==> src/hw/rtl/imuf_pkg.sv <==
// imuf_pkg: shared types and constants for the imu serial frame parser
// used by imuf_front, imuf_queue, imuf_back and imu_uart_frame_parser
// no dependencies
package imuf_pkg;

    // frame byte codes
    localparam logic [7:0] HDR_BYTE   = 8'h55;
    localparam logic [7:0] TYPE_ACC   = 8'h51;
    localparam logic [7:0] TYPE_RATE  = 8'h52;
    localparam logic [7:0] TYPE_ANGLE = 8'h53;

    // frame status codes
    typedef logic [1:0] t_status;
    localparam t_status ST_ANGLE  = 2'd0;
    localparam t_status ST_RATE   = 2'd1;
    localparam t_status ST_OTHER  = 2'd2;
    localparam t_status ST_BADSUM = 2'd3;

    // frame geometry
    localparam int POS_BITS  = 4;
    localparam int PAY_BYTES = 6;
    localparam int N_AXES    = 3;

    // centidegree scaling: raw * 18000 / 32768
    localparam int CD_SCALE = 18000;
    localparam int CD_SHIFT = 15;
    localparam int PROD_W   = 31;

    // decoupling queue between parser and result stage
    localparam int QDEPTH    = 4;
    localparam int QPTR_BITS = $clog2(QDEPTH);
    localparam int QCNT_BITS = $clog2(QDEPTH + 1);

    // one classified byte as passed from parser to result stage
    typedef struct packed {
        logic                     done;
        t_status                  status;
        logic [N_AXES-1:0][15:0]  raw;
    } t_evt;

endpackage

==> src/hw/rtl/imuf_front.sv <==
// imuf_front: byte-level frame parser, header hunt, type check, running sum
// classifies every byte into one t_evt; depends on imuf_pkg
module imuf_front #(
    parameter int FRAME_BYTES = 11
) (
    input  logic          i_clk,
    input  logic          i_rst_n,
    input  logic          i_push,
    input  logic [7:0]    i_rx_byte,
    input  logic          i_full,
    output logic          o_wr,
    output imuf_pkg::t_evt o_evt
);
    import imuf_pkg::*;

    localparam logic [POS_BITS-1:0] LAST_POS = POS_BITS'(FRAME_BYTES - 1);

    logic [POS_BITS-1:0] r_pos, n_pos;
    logic [7:0]          r_sum, n_sum;
    logic [7:0]          r_kind, n_kind;
    logic [7:0]          r_pay [PAY_BYTES];
    logic                accept;
    logic                good_type;

    assign accept    = i_push && !i_full;
    assign o_wr      = accept;
    assign good_type = (i_rx_byte == TYPE_ACC) || (i_rx_byte == TYPE_RATE) ||
                       (i_rx_byte == TYPE_ANGLE);

    // next parser state and classification of this byte
    always_comb begin
        // raw angles straight from the payload bytes, little endian
        for (int a = 0; a < N_AXES; a++) begin
            o_evt.raw[a] = {r_pay[2*a+1], r_pay[2*a]};
        end
        n_pos        = r_pos;
        n_sum        = r_sum;
        n_kind       = r_kind;
        o_evt.done   = 1'b0;
        o_evt.status = ST_ANGLE;
        if (r_pos == '0) begin
            if (i_rx_byte == HDR_BYTE) begin
                n_sum = HDR_BYTE;
                n_pos = POS_BITS'(1);
            end
        end else if (r_pos == POS_BITS'(1)) begin
            if (good_type) begin
                n_kind = i_rx_byte;
                n_sum  = r_sum + i_rx_byte;
                n_pos  = POS_BITS'(2);
            end else if (i_rx_byte == HDR_BYTE) begin
                n_sum = HDR_BYTE;
                n_pos = POS_BITS'(1);
            end else begin
                n_pos = '0;
            end
        end else if (r_pos >= LAST_POS) begin
            o_evt.done = 1'b1;
            n_pos      = '0;
            if (r_sum != i_rx_byte) begin
                o_evt.status = ST_BADSUM;
            end else if (r_kind == TYPE_RATE) begin
                o_evt.status = ST_RATE;
            end else if (r_kind == TYPE_ANGLE) begin
                o_evt.status = ST_ANGLE;
            end else begin
                o_evt.status = ST_OTHER;
            end
        end else begin
            n_sum = r_sum + i_rx_byte;
            n_pos = r_pos + POS_BITS'(1);
        end
    end

    // parser state registers
    always_ff @(posedge i_clk) begin
        if (!i_rst_n) begin
            r_pos  <= '0;
            r_sum  <= '0;
            r_kind <= '0;
        end else if (accept) begin
            r_pos  <= n_pos;
            r_sum  <= n_sum;
            r_kind <= n_kind;
        end
    end

    // payload capture at frame offsets two to seven
    always_ff @(posedge i_clk) begin
        for (int k = 0; k < PAY_BYTES; k++) begin
            if (accept && (r_pos == POS_BITS'(k + 2)) && (r_pos < LAST_POS)) begin
                r_pay[k] <= i_rx_byte;
            end
        end
    end

endmodule

==> src/hw/rtl/imuf_queue.sv <==
// imuf_queue: short flip-flop queue of t_evt between parser and result stage
// depends on imuf_pkg
module imuf_queue (
    input  logic           i_clk,
    input  logic           i_rst_n,
    input  logic           i_wr,
    input  imuf_pkg::t_evt i_data,
    output logic           o_full,
    input  logic           i_rd,
    output logic           o_empty,
    output imuf_pkg::t_evt o_data
);
    import imuf_pkg::*;

    t_evt                 r_mem [QDEPTH];
    logic [QPTR_BITS-1:0] r_wp;
    logic [QPTR_BITS-1:0] r_rp;
    logic [QCNT_BITS-1:0] r_cnt;

    assign o_full  = (r_cnt == QCNT_BITS'(QDEPTH));
    assign o_empty = (r_cnt == '0);
    assign o_data  = r_mem[r_rp];

    // entry storage
    always_ff @(posedge i_clk) begin
        if (i_wr) begin
            r_mem[r_wp] <= i_data;
        end
    end

    // pointers and fill count
    always_ff @(posedge i_clk) begin
        if (!i_rst_n) begin
            r_wp  <= '0;
            r_rp  <= '0;
            r_cnt <= '0;
        end else begin
            if (i_wr) begin
                r_wp <= r_wp + QPTR_BITS'(1);
            end
            if (i_rd) begin
                r_rp <= r_rp + QPTR_BITS'(1);
            end
            if (i_wr && !i_rd) begin
                r_cnt <= r_cnt + QCNT_BITS'(1);
            end else if (!i_wr && i_rd) begin
                r_cnt <= r_cnt - QCNT_BITS'(1);
            end
        end
    end

endmodule

==> src/hw/rtl/imuf_back.sv <==
// imuf_back: result stage, event counters, angle latch and centidegree scaling
// holds the result register seen on the output ports; depends on imuf_pkg
module imuf_back #(
    parameter int COUNT_BITS = 32
) (
    input  logic                  i_clk,
    input  logic                  i_rst_n,
    input  logic                  i_empty,
    input  imuf_pkg::t_evt        i_evt,
    output logic                  o_rd,
    input  logic                  i_pop,
    output logic                  o_valid,
    output logic                  o_done,
    output imuf_pkg::t_status     o_status,
    output logic [imuf_pkg::N_AXES-1:0][15:0] o_raw,
    output logic [imuf_pkg::N_AXES-1:0][15:0] o_cd,
    output logic [COUNT_BITS-1:0] o_total,
    output logic [COUNT_BITS-1:0] o_fail,
    output logic [COUNT_BITS-1:0] o_rate,
    output logic [COUNT_BITS-1:0] o_angle
);
    import imuf_pkg::*;

    logic                        r_valid;
    logic                        r_done;
    t_status                     r_status;
    logic [N_AXES-1:0][15:0]     r_raw;
    logic [N_AXES-1:0][15:0]     r_cd;
    logic [COUNT_BITS-1:0]       r_total;
    logic [COUNT_BITS-1:0]       r_fail;
    logic [COUNT_BITS-1:0]       r_rate;
    logic [COUNT_BITS-1:0]       r_angle;
    logic [N_AXES-1:0][15:0]     n_cd;
    logic                        latch;

    // raw * 18000 / 32768, rounded toward zero
    function automatic logic [15:0] f_centideg(input logic [15:0] raw);
        logic signed [PROD_W-1:0] prod;
        logic signed [PROD_W-1:0] adj;
        prod = PROD_W'($signed(raw)) * PROD_W'(CD_SCALE);
        adj  = prod + (prod[PROD_W-1] ? PROD_W'((1 << CD_SHIFT) - 1) : PROD_W'(0));
        return adj[CD_SHIFT +: 16];
    endfunction

    // take the next event whenever the result register is free or leaving
    assign o_rd  = !i_empty && (!r_valid || i_pop);
    assign latch = i_evt.done && (i_evt.status == ST_ANGLE);

    always_comb begin
        for (int a = 0; a < N_AXES; a++) begin
            n_cd[a] = f_centideg(i_evt.raw[a]);
        end
    end

    // result register and state update
    always_ff @(posedge i_clk) begin
        if (!i_rst_n) begin
            r_valid  <= 1'b0;
            r_done   <= 1'b0;
            r_status <= ST_ANGLE;
            r_raw    <= '0;
            r_cd     <= '0;
            r_total  <= '0;
            r_fail   <= '0;
            r_rate   <= '0;
            r_angle  <= '0;
        end else if (o_rd) begin
            r_valid  <= 1'b1;
            r_done   <= i_evt.done;
            r_status <= i_evt.status;
            r_total  <= r_total + COUNT_BITS'(1);
            if (i_evt.done && (i_evt.status == ST_BADSUM)) begin
                r_fail <= r_fail + COUNT_BITS'(1);
            end
            if (i_evt.done && (i_evt.status == ST_RATE)) begin
                r_rate <= r_rate + COUNT_BITS'(1);
            end
            if (latch) begin
                r_angle <= r_angle + COUNT_BITS'(1);
                r_raw   <= i_evt.raw;
                r_cd    <= n_cd;
            end
        end else if (i_pop) begin
            r_valid <= 1'b0;
        end
    end

    assign o_valid  = r_valid;
    assign o_done   = r_done;
    assign o_status = r_status;
    assign o_raw    = r_raw;
    assign o_cd     = r_cd;
    assign o_total  = r_total;
    assign o_fail   = r_fail;
    assign o_rate   = r_rate;
    assign o_angle  = r_angle;

endmodule

==> src/hw/rtl/imu_uart_frame_parser.sv <==
// imu_uart_frame_parser: top level of the imu serial frame parser
// instantiates imuf_front, imuf_queue and imuf_back; depends on imuf_pkg
//
// Takes one received serial byte per transfer on the push/full side and
// gives exactly one result per byte on the empty/pop side, in order. The
// parser hunts for a 0x55 header, checks the type byte (0x51, 0x52, 0x53),
// keeps an 8-bit running sum and judges the last byte of each FRAME_BYTES
// long frame as checksum. A good angle frame latches roll, pitch and yaw and
// their centidegree values; counters wrap at COUNT_BITS and the ports show
// their low 32 bits. One byte is accepted every cycle while full is low; the
// parser writes each accepted byte's result into a four-entry queue, and the
// result register loads it from the queue once that register is free. full
// rises only when the queue is filled because results are not popped; the
// result register lets a new byte in while the previous result still waits.
module imu_uart_frame_parser #(
    parameter int FRAME_BYTES = 11,
    parameter int COUNT_BITS  = 32
) (
    input  logic        i_clk,
    input  logic        i_rst_n,
    input  logic        push,
    output logic        full,
    input  logic [7:0]  i_rx_byte,
    output logic        empty,
    input  logic        pop,
    output logic        o_frame_done,
    output logic [1:0]  o_frame_status,
    output logic signed [15:0] o_roll_sample,
    output logic signed [15:0] o_pitch_sample,
    output logic signed [15:0] o_yaw_sample,
    output logic signed [15:0] o_roll_centideg,
    output logic signed [15:0] o_pitch_centideg,
    output logic signed [15:0] o_yaw_centideg,
    output logic [31:0] o_total_bytes,
    output logic [31:0] o_checksum_failures,
    output logic [31:0] o_rate_frames,
    output logic [31:0] o_angle_frames
);
    import imuf_pkg::*;

    logic                    q_wr;
    logic                    q_rd;
    logic                    q_full;
    logic                    q_empty;
    t_evt                    q_in;
    t_evt                    q_out;
    logic                    res_valid;
    logic                    res_done;
    t_status                 res_status;
    logic [N_AXES-1:0][15:0] res_raw;
    logic [N_AXES-1:0][15:0] res_cd;
    logic [COUNT_BITS-1:0]   cnt_total;
    logic [COUNT_BITS-1:0]   cnt_fail;
    logic [COUNT_BITS-1:0]   cnt_rate;
    logic [COUNT_BITS-1:0]   cnt_angle;

    // parser front end
    imuf_front #(
        .FRAME_BYTES (FRAME_BYTES)
    ) u_front (
        .i_clk     (i_clk),
        .i_rst_n   (i_rst_n),
        .i_push    (push),
        .i_rx_byte (i_rx_byte),
        .i_full    (q_full),
        .o_wr      (q_wr),
        .o_evt     (q_in)
    );

    // decoupling queue
    imuf_queue u_queue (
        .i_clk   (i_clk),
        .i_rst_n (i_rst_n),
        .i_wr    (q_wr),
        .i_data  (q_in),
        .o_full  (q_full),
        .i_rd    (q_rd),
        .o_empty (q_empty),
        .o_data  (q_out)
    );

    // result stage
    imuf_back #(
        .COUNT_BITS (COUNT_BITS)
    ) u_back (
        .i_clk    (i_clk),
        .i_rst_n  (i_rst_n),
        .i_empty  (q_empty),
        .i_evt    (q_out),
        .o_rd     (q_rd),
        .i_pop    (pop),
        .o_valid  (res_valid),
        .o_done   (res_done),
        .o_status (res_status),
        .o_raw    (res_raw),
        .o_cd     (res_cd),
        .o_total  (cnt_total),
        .o_fail   (cnt_fail),
        .o_rate   (cnt_rate),
        .o_angle  (cnt_angle)
    );

    // port mapping
    assign full                = q_full;
    assign empty               = !res_valid;
    assign o_frame_done        = res_done;
    assign o_frame_status      = res_status;
    assign o_roll_sample       = res_raw[0];
    assign o_pitch_sample      = res_raw[1];
    assign o_yaw_sample        = res_raw[2];
    assign o_roll_centideg     = res_cd[0];
    assign o_pitch_centideg    = res_cd[1];
    assign o_yaw_centideg      = res_cd[2];
    assign o_total_bytes       = 32'(cnt_total);
    assign o_checksum_failures = 32'(cnt_fail);
    assign o_rate_frames       = 32'(cnt_rate);
    assign o_angle_frames      = 32'(cnt_angle);

    // every event taken from the queue shows up as a result next cycle
    a_rd_shows: assert property (@(posedge i_clk) disable iff (!i_rst_n)
        q_rd |=> !empty)
        else $error("event read from queue did not reach result register");

    // the parser never writes into a full queue
    a_no_overflow: assert property (@(posedge i_clk) disable iff (!i_rst_n)
        !(q_wr && q_full))
        else $error("queue written while full");

    // failure count moves only with a shown bad-checksum result
    a_fail_cnt: assert property (@(posedge i_clk) disable iff (!i_rst_n)
        ($past(i_rst_n) && !$stable(cnt_fail)) |->
        (!empty && o_frame_done && (o_frame_status == ST_BADSUM)))
        else $error("checksum failure count changed without a bad frame");

    // angle frame count moves only with a shown good angle frame
    a_angle_latch: assert property (@(posedge i_clk) disable iff (!i_rst_n)
        ($past(i_rst_n) && !$stable(cnt_angle)) |->
        (!empty && o_frame_done && (o_frame_status == ST_ANGLE)))
        else $error("angle frame count changed without an angle frame");

endmodule

==> config.mk <==
export PLATFORM = sky130hd
export DESIGN_NAME = imu_uart_frame_parser
export DESIGN_NICKNAME = d
export VERILOG_FILES = /design/src/hw/rtl/imuf_pkg.sv /design/src/hw/rtl/imuf_front.sv /design/src/hw/rtl/imuf_queue.sv /design/src/hw/rtl/imuf_back.sv /design/src/hw/rtl/imu_uart_frame_parser.sv
export SDC_FILE = /design/constraint.sdc
export NUM_CORES = 1
export LEC_CHECK = 0
export ABC_AREA = 1
export BUFFER_PORTS_ARGS = -buffer_cell sky130_fd_sc_hd__buf_2
export CAP_MARGIN = 20
export CORE_ASPECT_RATIO = 2
export CORE_UTILIZATION = 40
export CTS_CLUSTER_SIZE = 16
export DETAILED_ROUTE_END_ITERATION = 7
export PLACE_DENSITY_LB_ADDON = 0.1
export SETUP_SLACK_MARGIN = 0.5
export SLEW_MARGIN = 20
export SYNTH_ARGS = -nofsm -noshare
export SYNTH_HDL_FRONTEND = slang
export SYNTH_SLANG_ARGS = --single-unit
==> constraint.sdc <==
create_clock -name i_clk -period 7.2 [get_ports i_clk]
set_clock_uncertainty 0.1 [all_clocks]
set_input_delay 1.08 -clock i_clk [delete_from_list [all_inputs] [get_ports i_clk]]
set_output_delay 1.08 -clock i_clk [all_outputs]
set_load 0.01 [all_outputs]
==> impl_metrics.ini <==
[outcome]
status = completed

[clocking]
clkSinkCount = 509
hold_buffers = 0
clkSlewWorstSetupHoldPaths_ns = 0.07
cts_made_buffers = 49
root_buffer = clkbuf_16
htree_num_levels = 2
worstSkewPairLatency_ns = 0.64
cts_tree = built
clock_path_buffers = 3

[routing]
drt-met1-wl_um = 35950
top_layer = met5
met2_length_um = 52690
drt_iter0_drc = 1187
drc = 0
drt-total-wl_um = 96340
dr_wl_met3_um = 4032
vias_per_cell = 5.046
vias = 27910
ant_nets = 0
first_pass_iters = 6
wl_per_cell_um = 17.42

[cells_and_area]
final_nets = 4831
area_growth_pct = 14.20
drive_gt1_share_pct = 11.18

[global_route]
grt_max_degree = 108
antenna_found_initial = 4
grt_pass1_vias = 27960
grt_first_pass_wirelength_um = 146700
grt_overflow_total = 0
grt_usage_pct = 22.04

[timing]
fmax_ghz = 0.1599
slew_violations = 0
rsz0062_at_grt = false
setup_viol = 0
final_hold_viol_count = 0
period_share_pct = 86.84
min_period_ns = 6.252
fin_tns_setup_ns = 0
worst_slew_pin_slew_ns = 0.9611
max_slew_margin_pct = 35.58

[synthesis]
synthMuxAreaShare_pct = 0
async_reset_ff_share_pct = 0
synth_fa_ha_area_share_pct = 17.00
synth_cell_types = 62
ys_warn_count = 0
avgSynthCellArea_um2 = 8.009
netlist_area_um2 = 33330
synth_xor_area_share_pct = 2.943
ys_seq_area_share_pct = 38.14
ys_ff_latch = 509
synth_top_family_by_area = simple AND/OR/NAND/NOR gates
synth_cells = 4162
synth_fp_nets = 4561
synthSimpleGateAreaFrac_pct = 23.54
synth-edff-count = 252
synth_top_flop_cell = dfxtp_1
synth_compound_area_share_pct = 9.546

[setup_path]
required_ns = 7.62
max_stage_delay_ns = 0.53
crit_path_start_kind = flip-flop
arrival_ns = 6.67
worstRegToRegCells = 35
r2r_end = u_back.o_cd[13]
crit_type = flip-flop to flip-flop
rrSetupSlack_ns = 0.95
slowest_stage = fa_1
path_max_fanout = 14
cp_common_cell = inv_1
crit_path_end_kind = flip-flop

[placement]
dp_hpwl_um = 70200
routabilityCongestion = 0.9281
numPortBuffers = 240

[floorplan]
io_pins = 241
coreArea_um2 = 82400
die_h_um = 410.2
start_util_pct = 40.45
dieArea_um2 = 84560
num_rows = 149
fp.dieW_um = 206.1

[run]
drv_cap = 0

[worst_hold_path]
hold_path_startpoint = u_back.o_rate[31]
hold_path_end = u_back.o_rate[31]
hold_path_class = flip-flop to flip-flop
holdPathStages = 1
==> synth_stat cells (10+ instances only) <==
library cell	number	share of area [%]
o21ai_1	10	0.15
o21a_1	20	0.45
nor2_1	470	5.3
nand3b_1	11	0.25
o21ai_0	239	3.6
nand3_1	243	3.6
fa_1	110	6.6
nand2_1	817	9.2
a31oi_1	11	0.21
inv_1	659	7.4
ha_1	277	10
nor2_2	10	0.19
o21bai_1	12	0.27
nor4_1	23	0.43
nand3_2	13	0.39
inv_2	10	0.11
o22ai_1	29	0.54
nor3_1	90	1.4
clkbuf_1	70	0.79
a21oi_1	243	3.6
dfxtp_1	257	15
xor2_1	73	1.9
xnor2_1	39	1.0
edfxtp_1	252	23
nand4_1	51	0.96
nand2_2	21	0.39
==> worst max-delay path, delay by kind of cell (launching register included) <==
kind / cells / cell delay, ns
buffers and inverters: 12 / 1.06
flip-flops: 1 / 0.37
AND/OR/NAND/NOR: 14 / 1.51
AO/OA/AOI/OAI: 3 / 0.59
adder cells (fa/ha/maj): 6 / 2.48
==> what timing repair did <==
| item | CTS | global route |
|---|---|---|
| gates cloned | 0 | 10 |
| hold endpoints to repair | 0 | 0 |
| endpoints found under the setup margin | 16 | 47 |
| pin swaps | 0 | 1 |
| resized for setup | 3 | 25 |
| setup buffers | 0 | 7 |
==> logic make-up (layout without fill, tap and decap cells) <==
family	Yosys count	count (layout)
compound gates	592	592
xor+xnor	112	112
fa+ha+maj	387	387
buf+inv	765	1075
flops	509	509
other cells	0	1
simple gates	1797	1797
==> cells in the final DEF, fill, tap and decap left out, drive strengths merged, types with 7 or more instances in the layout <==
| cell | instances |
|---|---|
| dfxtp | 257 |
| nor2 | 489 |
| o22ai | 29 |
| o21a | 20 |
| nand3 | 257 |
| edfxtp | 252 |
| ha | 277 |
| clkinv | 13 |
| o21ai | 249 |
| nor3 | 96 |
| nand4 | 53 |
| xnor2 | 39 |
| inv | 676 |
| nor4 | 25 |
| a21oi | 245 |
| nand2 | 844 |
| a31oi | 11 |
| xor2 | 73 |
| buf | 304 |
| clkbuf | 69 |
| o21bai | 12 |
| nand3b | 11 |
| and2 | 7 |
| bufinv | 8 |
| fa | 110 |
==> per-stage QoR <==
step	area [um2]	hold slack (ns)	worst slack [ns]	instances	util, %
5_1_grt	38070	0.3646	0.5172	5530	46.19
3_5_place_dp	35940	0.3425	0.1877	5421	43.61
2_1_floorplan	33330	0.3359	0.6248	4162	-
6_report	38070	0.3514	0.9478	5530	46.19
4_1_cts	37690	0.3554	0.5779	5512	45.75
3_3_place_gp	35940	0.3358	0.2418	5421	43.61
==> per-layer routing <==
| metal | track usage, % | vias to the layer above |
|---|---|---|
| li1 | - | 14120 |
| met1 | 22.95 | 13060 |
| met2 | 42.80 | 537 |
| met5 | 0 | - |
| met4 | 8.532 | 4 |
| met3 | 3.532 | 183 |
==> registers in the layout, indices dropped and copies added (netlist names), named ones only <==
signal	cells
u_back.o_angle	32
u_back.o_cd	48
u_back.o_done	1
u_back.o_fail	32
u_back.o_rate	32
u_back.o_raw	48
u_back.o_status	2
u_back.o_total	32
u_back.o_valid	1
u_front.r_kind	8
u_front.r_pay	48
u_front.r_pos	4
u_front.r_sum	8
u_queue.r_cnt	3
u_queue.r_mem	204
u_queue.r_rp	2
u_queue.r_wp	2
==> worst max path at each step <==
stage                            to  slack (ns)  depth (start not counted)
CTS                 u_back.o_cd[13]        0.58                         31
global placement    u_back.o_cd[13]        0.24                         31
floorplan           u_back.o_cd[44]        0.62                         42
finish              u_back.o_cd[13]        0.95                         35
global route        u_back.o_cd[44]        0.52                         37
detailed placement  u_back.o_cd[13]        0.19                         31
==> layout make-up <==
class / count / area, um2
Sequential cell: 509 / 12720
Timing Repair inverter: 3 / 40.04
Inverter: 672 / 2564
Tap cell: 1057 / 1323
Timing Repair Buffer: 309 / 1894
Antenna cell: 1 / 2.502
Fill cell: 8389 / 44340
Clock buffer: 64 / 1333
Multi-Input combinational cell: 2888 / 17780
Clock inverter: 27 / 410.4
Power is left out: the tool's default activity adds up to more than one toggle a clock period on the data nets, which glitch-free logic cannot reach.
